--- config.mk ---
export PLATFORM = sky130hd
export DESIGN_NAME = llrb_ctrl
export DESIGN_NICKNAME = d
export VERILOG_FILES = /design/src/design/llrb_pkg.sv /design/src/design/llrb_ctrl.sv
export SDC_FILE = /design/constraint.sdc
export NUM_CORES = 1
export LEC_CHECK = 0
export BUFFER_PORTS_ARGS = -buffer_cell sky130_fd_sc_hd__buf_2
export CAP_MARGIN = 20
export CELL_PAD_IN_SITES_DETAIL_PLACEMENT = 1
export CELL_PAD_IN_SITES_GLOBAL_PLACEMENT = 1
export CORE_AREA = 2 2 39 41
export CTS_CLUSTER_SIZE = 14
export DETAILED_ROUTE_END_ITERATION = 10
export DIE_AREA = 0 0 41 43
export GPL_ROUTABILITY_DRIVEN = 0
export HOLD_SLACK_MARGIN = 0.06
export PLACE_DENSITY_LB_ADDON = 0.1
export SETUP_SLACK_MARGIN = 0.15
export SLEW_MARGIN = 5
export SYNTH_ARGS = -nofsm -noshare
export SYNTH_HDL_FRONTEND = slang
export SYNTH_SLANG_ARGS = --single-unit
--- constraint.sdc ---
create_clock -name clk -period 3.4 [get_ports clk]
set_input_delay 0.17 -clock clk [delete_from_list [all_inputs] [get_ports clk]]
set_output_delay 0.17 -clock clk [all_outputs]
set_load 0.03 [all_outputs]
--- src/design/llrb_pkg.sv ---
// Shared types, constants and codes for the last-lines ring buffer.
package llrb_pkg;

    localparam int DEF_LINE_SLOTS = 64;
    localparam int DEF_LINE_BYTES = 512;

    localparam int KEEP_W = 7;
    localparam logic [KEEP_W-1:0] KEEP_RESET = 7'd10;

    localparam logic [7:0] NEWLINE = 8'd10;

    localparam logic [1:0] KIND_DATA = 2'd0;
    localparam logic [1:0] KIND_EOS  = 2'd1;
    localparam logic [1:0] KIND_PULL = 2'd2;

    typedef struct packed {
        logic [1:0] kind;
        logic [7:0] data_byte;
    } item_t;

    typedef struct packed {
        logic [7:0] out_byte;
        logic       last_byte;
        logic       done_res;
    } result_t;

    typedef struct packed {
        logic data_wr;
        logic eos_commit;
        logic eos_set;
        logic pull_read;
        logic pull_out;
    } ctrl_cmd_t;

    typedef struct packed {
        logic ended;
    } ctrl_status_t;

endpackage

--- src/design/llrb_ctrl.sv ---
// Controller state machine that sequences data, end-of-stream and pull transactions.
module llrb_ctrl (
    input  logic                  clk,
    input  logic                  rst_n,
    input  logic                  start,
    input  logic [1:0]            kind,
    input  llrb_pkg::ctrl_status_t status,
    output logic                  busy,
    output llrb_pkg::ctrl_cmd_t   cmd
);
    import llrb_pkg::*;

    localparam logic [1:0] ST_IDLE     = 2'd0;
    localparam logic [1:0] ST_EOS_FIN  = 2'd1;
    localparam logic [1:0] ST_PULL_OUT = 2'd2;

    logic [1:0] state_reg;
    logic [1:0] state_next;
    logic       accept;

    assign busy   = (state_reg != ST_IDLE);
    assign accept = start && !busy;

    always_comb
    begin
        state_next = state_reg;
        cmd        = '0;
        unique case (state_reg)
            ST_IDLE:
            begin
                if (accept)
                begin
                    unique case (kind)
                        KIND_DATA:
                        begin
                            cmd.data_wr = 1'b1;
                        end
                        KIND_EOS:
                        begin
                            if (!status.ended)
                            begin
                                cmd.eos_commit = 1'b1;
                                state_next     = ST_EOS_FIN;
                            end
                        end
                        KIND_PULL:
                        begin
                            cmd.pull_read = 1'b1;
                            state_next    = ST_PULL_OUT;
                        end
                        default:
                        begin
                            state_next = ST_IDLE;
                        end
                    endcase
                end
            end
            ST_EOS_FIN:
            begin
                cmd.eos_set = 1'b1;
                state_next  = ST_IDLE;
            end
            ST_PULL_OUT:
            begin
                cmd.pull_out = 1'b1;
                state_next   = ST_IDLE;
            end
            default:
            begin
                state_next = ST_IDLE;
            end
        endcase
    end

    always_ff @(posedge clk or negedge rst_n)
    begin
        if (!rst_n)
        begin
            state_reg <= ST_IDLE;
        end
        else
        begin
            state_reg <= state_next;
        end
    end

    a_pull_one_cycle: assert property (@(posedge clk) disable iff (!rst_n)
        (state_reg == ST_PULL_OUT) |=> (state_reg == ST_IDLE))
        else $error("pull output state lasted more than one cycle");

    a_eos_only_open: assert property (@(posedge clk) disable iff (!rst_n)
        cmd.eos_commit |-> !status.ended)
        else $error("end of stream sequenced after stream already ended");

    a_accept_in_idle: assert property (@(posedge clk) disable iff (!rst_n)
        (cmd.data_wr || cmd.eos_commit || cmd.pull_read) |-> (state_reg == ST_IDLE))
        else $error("transaction started while busy");

endmodule

==> impl_summary.md, run 1 <==
Outcome
The run finished with clean final reports.

Final layout
Compared with the post-synthesis result, the final layout area differs by 86.87%. In the final layout, the share of cells above drive strength 1 is 0.5926. The flip-flop count of the largest register after layout is 2. The library cells used most frequently in the layout, excluding fill and tap cells, are sky130_fd_sc_hd__buf_2, sky130_fd_sc_hd__clkbuf_4, sky130_fd_sc_hd__nor3b_1, sky130_fd_sc_hd__nor4b_1, sky130_fd_sc_hd__dfrtp_1. The most frequent standard cell in the layout excluding fill and tap cells is sky130_fd_sc_hd__buf_2. The repair_antennas step left the layout with diodes totalling 0. For this run, the post-layout net count is 35. Excluding fillers, the count of instances in the completed layout stands at 43. The final cell area excluding filler cells is 231.5 µm².

Worst setup path
The critical path's largest stage delay is 0.56 ns. Data on the critical path is required at its endpoint by 3.23 ns. The setup path with the least slack is of type reg2out. At the worst endpoint, the arrival time is between 1.5 and 2 ns. In this run the worst path has a maximum fanout of 4. The critical path goes through or4b_4, nor3b_1, buf_2. The slowest stage of the critical path is the sky130_fd_sc_hd__or4b_4 cell. The number of buffers and inverters on the critical path is 1.

The worst setup path is launched from a flop. The category of the worst setup path capture point is an output port. The register-to-register path setup slack is around 2.2 ns. In this design, the largest share of critical-path delay is due to simple AND/OR/NAND/NOR gates.

Timing
In this run the tightest slew margin relative to its limit is 0.8226. The total count of hold-check failures in the final report is 0. The worst path in the final design needs a cycle of 1.734 ns, including I/O delays and setup. For the pin with the worst max-slew slack, the measured transition is approximately 0.26 ns. The total count of max-transition violations in the final report is 0. Adding up every negative setup slack in the final design gives 0 ns. The number of setup violations in the final report is 0.

Setup repair after global routing left no endpoint under its margin. Dividing the final minimum period by the clock period gives 0.5100. The tightest hold path in the finished design has a slack of 0.1191 ns.

The peak clock frequency supported by timing is 576.7 MHz. For the final database, setup skew stands at between 0.0005 and 0.0006 ns.

Route
After detailed routing, the average wire length per cell comes to roughly 9.1 µm. The detail route stage leaves a number of antenna-violating nets equal to 0. Dividing the detail-routed via count by the number of cells gives 3.419. Detailed routing inserted a total of 147 vias.

The detailed router's first-iteration violation count is 4. Summed over all layers, the routed wires come to 390 µm. The routed wire length on met2 is between 200 and 250 µm. The routed length on met3 is between 20 and 30 µm. After detailed routing, the wire length on met1 is 141 µm. The highest metal layer carrying signal wires in the routed design is met3. The length of the first detailed-routing pass in iterations is 3. The total DRC errors in the routed layout is 0.

Power
The share of total power dissipated in combinational logic is 0.197. The total power of the final layout is 0.00009728 W. The power per cell area is 420.3 nW/µm².

The leakage component of the power is 0.1280 nW. The switching share of total power is 0.2622. The fraction of power consumed by sequential logic is 0.261.

Of the total power, the clock network draws 0.542. The analysis attributes to net switching a power of 0.00002550 W. Cell internal power was estimated by the tool at 0.00007178 W. The largest vdd supply drop is 0.0001113 V.

Floorplanning
The floorplan step defined a die boundary enclosing 1763 µm². The total core area is 1384 µm². The vertical die dimension is 43 µm. The row count is 14. The initial cell density of the core is 0.08951. 12 I/O pins were placed. The x dimension of the die is 41 µm.

Yosys
The number of nets handed over by synthesis was 18. In this run, synthesis produced a sequential element count of 2. The synthesized instance count is 12.

The share of the Yosys chip area taken by registers is 0.4040. Of the total synthesized cell area, the portion taken by AND, OR, NAND and NOR gates is 0.5657. Of the post-synthesis cell area, the part taken by muxes is 0.

The count of unique library cells instantiated by Yosys is 9. The area fraction in compound gates after synthesis was 0. The combinational family with the most area after synthesis is simple AND/OR/NAND/NOR gates. The mean instance size in the synthesized netlist is around 10 µm². Of the total synthesized cell area, the portion taken by full adders, half adders and majority gates is 0. Of the total synthesized cell area, the portion taken by XOR and XNOR cells is 0. In this run the cell area of the synthesized design comes to 123.9 µm². The Yosys step of the flow raised 0 warnings.

Clock network
The count of instances resized after the clock tree is built is 0. The post-CTS setup buffer count is 0. The depth of the CTS H-tree is 1. TritonCTS built the clock tree. The longest clock path from root to sink contains 2 buffers. The register clock-pin slew on the reported worst setup and hold paths is approximately 0.030 ns. After clock tree synthesis, the flow added hold-fix buffers numbering 1.

At the later pin of the worst-skew pair, clock insertion delay measures 0.22 ns. The number of buffers added by the clock tree synthesis step is 3. The sink count of the clock tree is 2. CTS placed an instance of sky130_fd_sc_hd__clkbuf_4 at the clock tree root.

Global routing
The via count of the first global-routing pass was about 160. The first global-routing pass estimated 586 µm of wire. The total grt overflow is 0. Entering global routing, the biggest net connects 6 pins.

In the global route stage, overall resource usage came out at 0.05528. The initial antenna violation count came to 0.

Place
The placed wire-length estimate after detailed placement is 311.1 µm. Once placement finished, the instance area stood at 198.9 µm². Port buffering added 11 buffers. Once placement completed, the tool counted placed cells totaling 39.

Worst hold path
The min-delay analysis places its worst path in the category in2reg.

Run
The tool flagged a number of max-cap violations equal to 0.
area by class of cell:
type	count	area [µm²]
Multi-Input combinational cell	9	70.07
Fill cell	177	1152
Tap cell	16	20.02
Clock buffer	3	22.52
Sequential cell	2	50.05
Inverter	1	3.754
Timing Repair Buffer	12	65.06
path summary, 6_finish.rpt:
kind                                             to                startpoint  cells after the start
setup / recovery                             cmd[3]  state_reg[0]$_DFFE_PN0P_                      3
hold / removal             state_reg[0]$_DFFE_PN0P_                    status                      2
setup reg to reg           state_reg[0]$_DFFE_PN0P_  state_reg[0]$_DFFE_PN0P_                      2
hold reg to reg            state_reg[0]$_DFFE_PN0P_  state_reg[0]$_DFFE_PN0P_                      2
max in group asynchronous  state_reg[0]$_DFFE_PN0P_                     rst_n                      2
min in group asynchronous  state_reg[1]$_DFFE_PN0P_                     rst_n                      2
metrics by stage:
stage / setup slack (ns) / utilization
2_1_floorplan: 1.400 / -
3_3_place_gp: 1.902 / 0.1438
3_5_place_dp: 1.882 / 0.1438
4_1_cts: 1.633 / 0.1673
5_1_grt: 1.582 / 0.1673
6_report: 1.666 / 0.1673
power groups by stage:
stage / combinational [W] / sequential (W) / clock [W]
6_report: 0.0000191 / 0.0000254 / 0.0000528
5_1_grt: 0.0000206 / 0.0000255 / 0.0000590
2_1_floorplan: 0.0000110 / 0.0000255 / 0
3_3_place_gp: 0.0000182 / 0.0000257 / 0
4_1_cts: 0.0000195 / 0.0000254 / 0.0000568
3_5_place_dp: 0.0000185 / 0.0000257 / 0
cell usage after synthesis, drive strengths merged:
master,count,share of area
dfrtp,2,0.40
nor3b,2,0.12
nor4b,2,0.14
and2b,1,0.061
inv,1,0.030
nor2,1,0.030
nor2b,1,0.051
or2,1,0.051
or4b,1,0.11
routing by layer:
layer  GRT usage  vias to the layer above
li1            -                       73
met4     0.06000                        0
met2     0.07500                        5
met3     0.03665                        0
met1     0.04839                       69
met5           0                        -
logic make-up after synthesis:
| logic type | after synthesis |
|---|---|
| buffers and inverters | 1 |
| and+or+nand+nor | 9 |
| DFF | 2 |
Note: power is estimated with default switching activity, not from simulation.
==> inputs of run 2 (changes only) <==
clock period = 1.5 ns   (was 3.4 ns; I/O delays follow)
==> impl_summary.md, run 2 (synthesis results as in run 1) <==
Final layout
The most frequent standard cell in the layout excluding fill and tap cells was sky130_fd_sc_hd__buf_2 (unchanged). Most frequent cells in the layout: sky130_fd_sc_hd__buf_2, sky130_fd_sc_hd__buf_6, sky130_fd_sc_hd__clkbuf_4 (was sky130_fd_sc_hd__buf_2, sky130_fd_sc_hd__clkbuf_4, sky130_fd_sc_hd__nor3b_1, sky130_fd_sc_hd__nor4b_1, sky130_fd_sc_hd__dfrtp_1). The final cell area excluding filler cells is 310.3 µm² (was 231.5 µm²). The final net count was 38 (was 35). The fraction of layout instances using a drive strength above 1 is 0.7000 (was 0.5926). The number of diodes was 0 (unchanged). The flip-flop count of the largest register after layout is 2 (unchanged). The area overhead of the layout relative to synthesis came to 150.5% (was 86.87%).

Global routing
The pin count of the biggest net entering global routing came to 6 (unchanged). The total grt overflow is 0 (unchanged). The overall global routing resource usage was 0.06720 (was 0.05528).

The via count of the first global-routing pass came to 157 (was 164). The initial antenna violation count came to 0 (unchanged). The wire length of the first global-routing pass is 648 µm (was 586 µm).

Route
The mean number of vias per cell is 3.783 (was 3.419). The sum of routed wire length over all layers is 431 µm (was 390 µm). The length of the first detailed-routing pass in iterations was 1 (was 3). The total DRC errors in the routed layout is 0 (unchanged).

The remaining number of nets flagged by the antenna check after routing came to 0 (unchanged). The total number of vias is 174 (was 147). The routed length per instance came to 9.370 µm (was 9.070 µm). The detailed router's first-iteration violation count is 0 (was 4).

Outcome
The checks that failed: negative setup slack. Run status: finished with violations (was finished, final reports clean).

Timing
The actual slew at the worst max-slew pin was 0.2154 ns (was 0.2624 ns). The fraction of the cycle the final worst path needs is 1.053. The setup skew after layout is 0.004646 ns (was 0.0005665 ns). The total count of max-transition violations in the final report came to 0 (unchanged).

The final critical path time including I/O delays and setup is ~1.6 ns. The summed negative setup slack over all endpoints was -0.07893 ns (was 0 ns). The worst path setup slack after routing is -0.07893 ns (was 1.666 ns). The total count of hold-check failures in the final report is 0 (unchanged). Setup repair after global routing missed its margin: yes (was no). The worst hold slack is 0.1170 ns (was 0.1191 ns). The peak clock frequency supported by timing is 633.3 MHz.

The normalized max-slew margin is 0.8544 (was 0.8226). The number of setup violations in the final report was 1 (was 0).

Clock network
The buffer levels on the longest clock path is 2 (unchanged). The depth of the CTS H-tree is 1 (unchanged). The CTS tree is yes (unchanged). The sink count of the clock tree is 2 (unchanged). The number of buffers added by the clock tree synthesis step is 3 (unchanged). The clock tree root driver cell is sky130_fd_sc_hd__clkbuf_4 (unchanged). The worst-skew pair later-pin latency was 0.23 ns (was 0.22 ns).

The register clock-pin slew on the reported worst setup and hold paths was 0.03 ns (about the same).

Power
The power per cell area is 766.0 nW/µm² (was 420.3 nW/µm²). The largest vdd supply drop is 0.0002367 V (was 0.0001113 V). The leakage component of the power is 0.1571 nW (was 0.1280 nW).

Floorplanning
The total core area is 1384 µm² (unchanged). The initial cell density of the core came to 0.08951 (unchanged). The vertical die dimension is 43 µm (unchanged). The number of top-level design ports is 12 (unchanged).

The x dimension of the die was 41 µm (unchanged). The die area is 1763 µm² (unchanged). The row count came to 14 (unchanged).

Worst setup path
The category of the worst setup path capture point is an output port (unchanged). The kind of start point of the critical path is a flop (unchanged). The worst setup path category is reg2out (unchanged). The largest fanout of any net on the critical path is 3 (was 4).

The critical path data required time is 1.42 ns (was 3.23 ns). The signal arrival time at the worst endpoint is 1.50 ns (was 1.56 ns).

Run
The max-capacitance violation count came to 0 (unchanged).

Worst hold path
The path type of the worst min-delay path was in2reg (unchanged).

Place
The setup slack at placement is 0.07951 ns (was 1.882 ns). The port buffer count was 11 (unchanged). The standard cell area after detailed placement is 227.7 µm² (was 198.9 µm²).
run 2: changes by cell type in the layout (fill, tap and decap cells not counted):
cell	change
sky130_fd_sc_hd__dlygate4sd3_1	+1
sky130_fd_sc_hd__buf_6	+4
sky130_fd_sc_hd__nor2_2	+1
sky130_fd_sc_hd__nor2_1	-1
sky130_fd_sc_hd__nor4b_4	+1
sky130_fd_sc_hd__nor4b_1	-1
sky130_fd_sc_hd__nor3b_1	-1
sky130_fd_sc_hd__or2_2	-1
sky130_fd_sc_hd__buf_2	-3
sky130_fd_sc_hd__or2_4	+1
sky130_fd_sc_hd__buf_4	+1
sky130_fd_sc_hd__nor3b_4	+1
run 2: area by class of cell:
class	instances	area, µm²
sequential	2	50.05
inverter	1	3.754
timing repair buffer	15	112.6
tap	16	20.02
fill	166	1074
clock buffer	3	22.52
multi-input combinational	9	101.3
run 2: stage by stage:
step	cells	utilization	total power, W
global placement	39	0.1646	0.0001082
CTS	45	0.2161	0.0002445
detailed placement	39	0.1646	0.0001085
floorplan	12	-	0.00008920
global route	46	0.2242	0.0002499
finish	46	0.2242	0.0002377
run 2: metal layers:
layer,wire length [µm],track usage,share of wire,up-vias
li1,-,-,-,79
met1,166,0.06731,0.39,78
met2,160,0.06563,0.37,13
met3,62,0.02094,0.14,4
met4,42,0.1400,0.097,0
met5,0,0,0,-
run 2: path summary, 6_finish.rpt:
check | from | endpoint | slack (ns) | cells past startpoint
worst max-delay path | state_reg[1]$_DFFE_PN0P_ | cmd[3] | -0.08 | 3
worst min-delay path | kind[0] | state_reg[1]$_DFFE_PN0P_ | 0.12 | 2
worst max register to register | state_reg[1]$_DFFE_PN0P_ | state_reg[0]$_DFFE_PN0P_ | 0.29 | 2
worst min register to register | state_reg[1]$_DFFE_PN0P_ | state_reg[0]$_DFFE_PN0P_ | 0.60 | 2
max in group asynchronous | rst_n | state_reg[0]$_DFFE_PN0P_ | 1.23 | 2
min in group asynchronous | rst_n | state_reg[1]$_DFFE_PN0P_ | 0.17 | 2
run 2: power breakdown:
part	switching (W)	internal [W]
logic	0.0000320	0.0000303
clock network	0.0000299	0.0000881
registers	0.00000118	0.0000562
total	0.0000631	0.000175
run 2: critical path: stages, from the launching register on:
cell,delay (ns)
sky130_fd_sc_hd__dfrtp_1,0.37
sky130_fd_sc_hd__or4b_4,0.56
sky130_fd_sc_hd__nor3b_4,0.19
sky130_fd_sc_hd__buf_6,0.15
run 2: what timing repair did:
action | in CTS | in global routing
hold buffers | 2 | 0
gates cloned | 0 | 0
gates resized for setup | 7 | 1
setup buffers | 1 | 1
endpoints found under the setup margin | 3 | 3
hold endpoints to repair | 3 | 0
pin swaps | 2 | 1
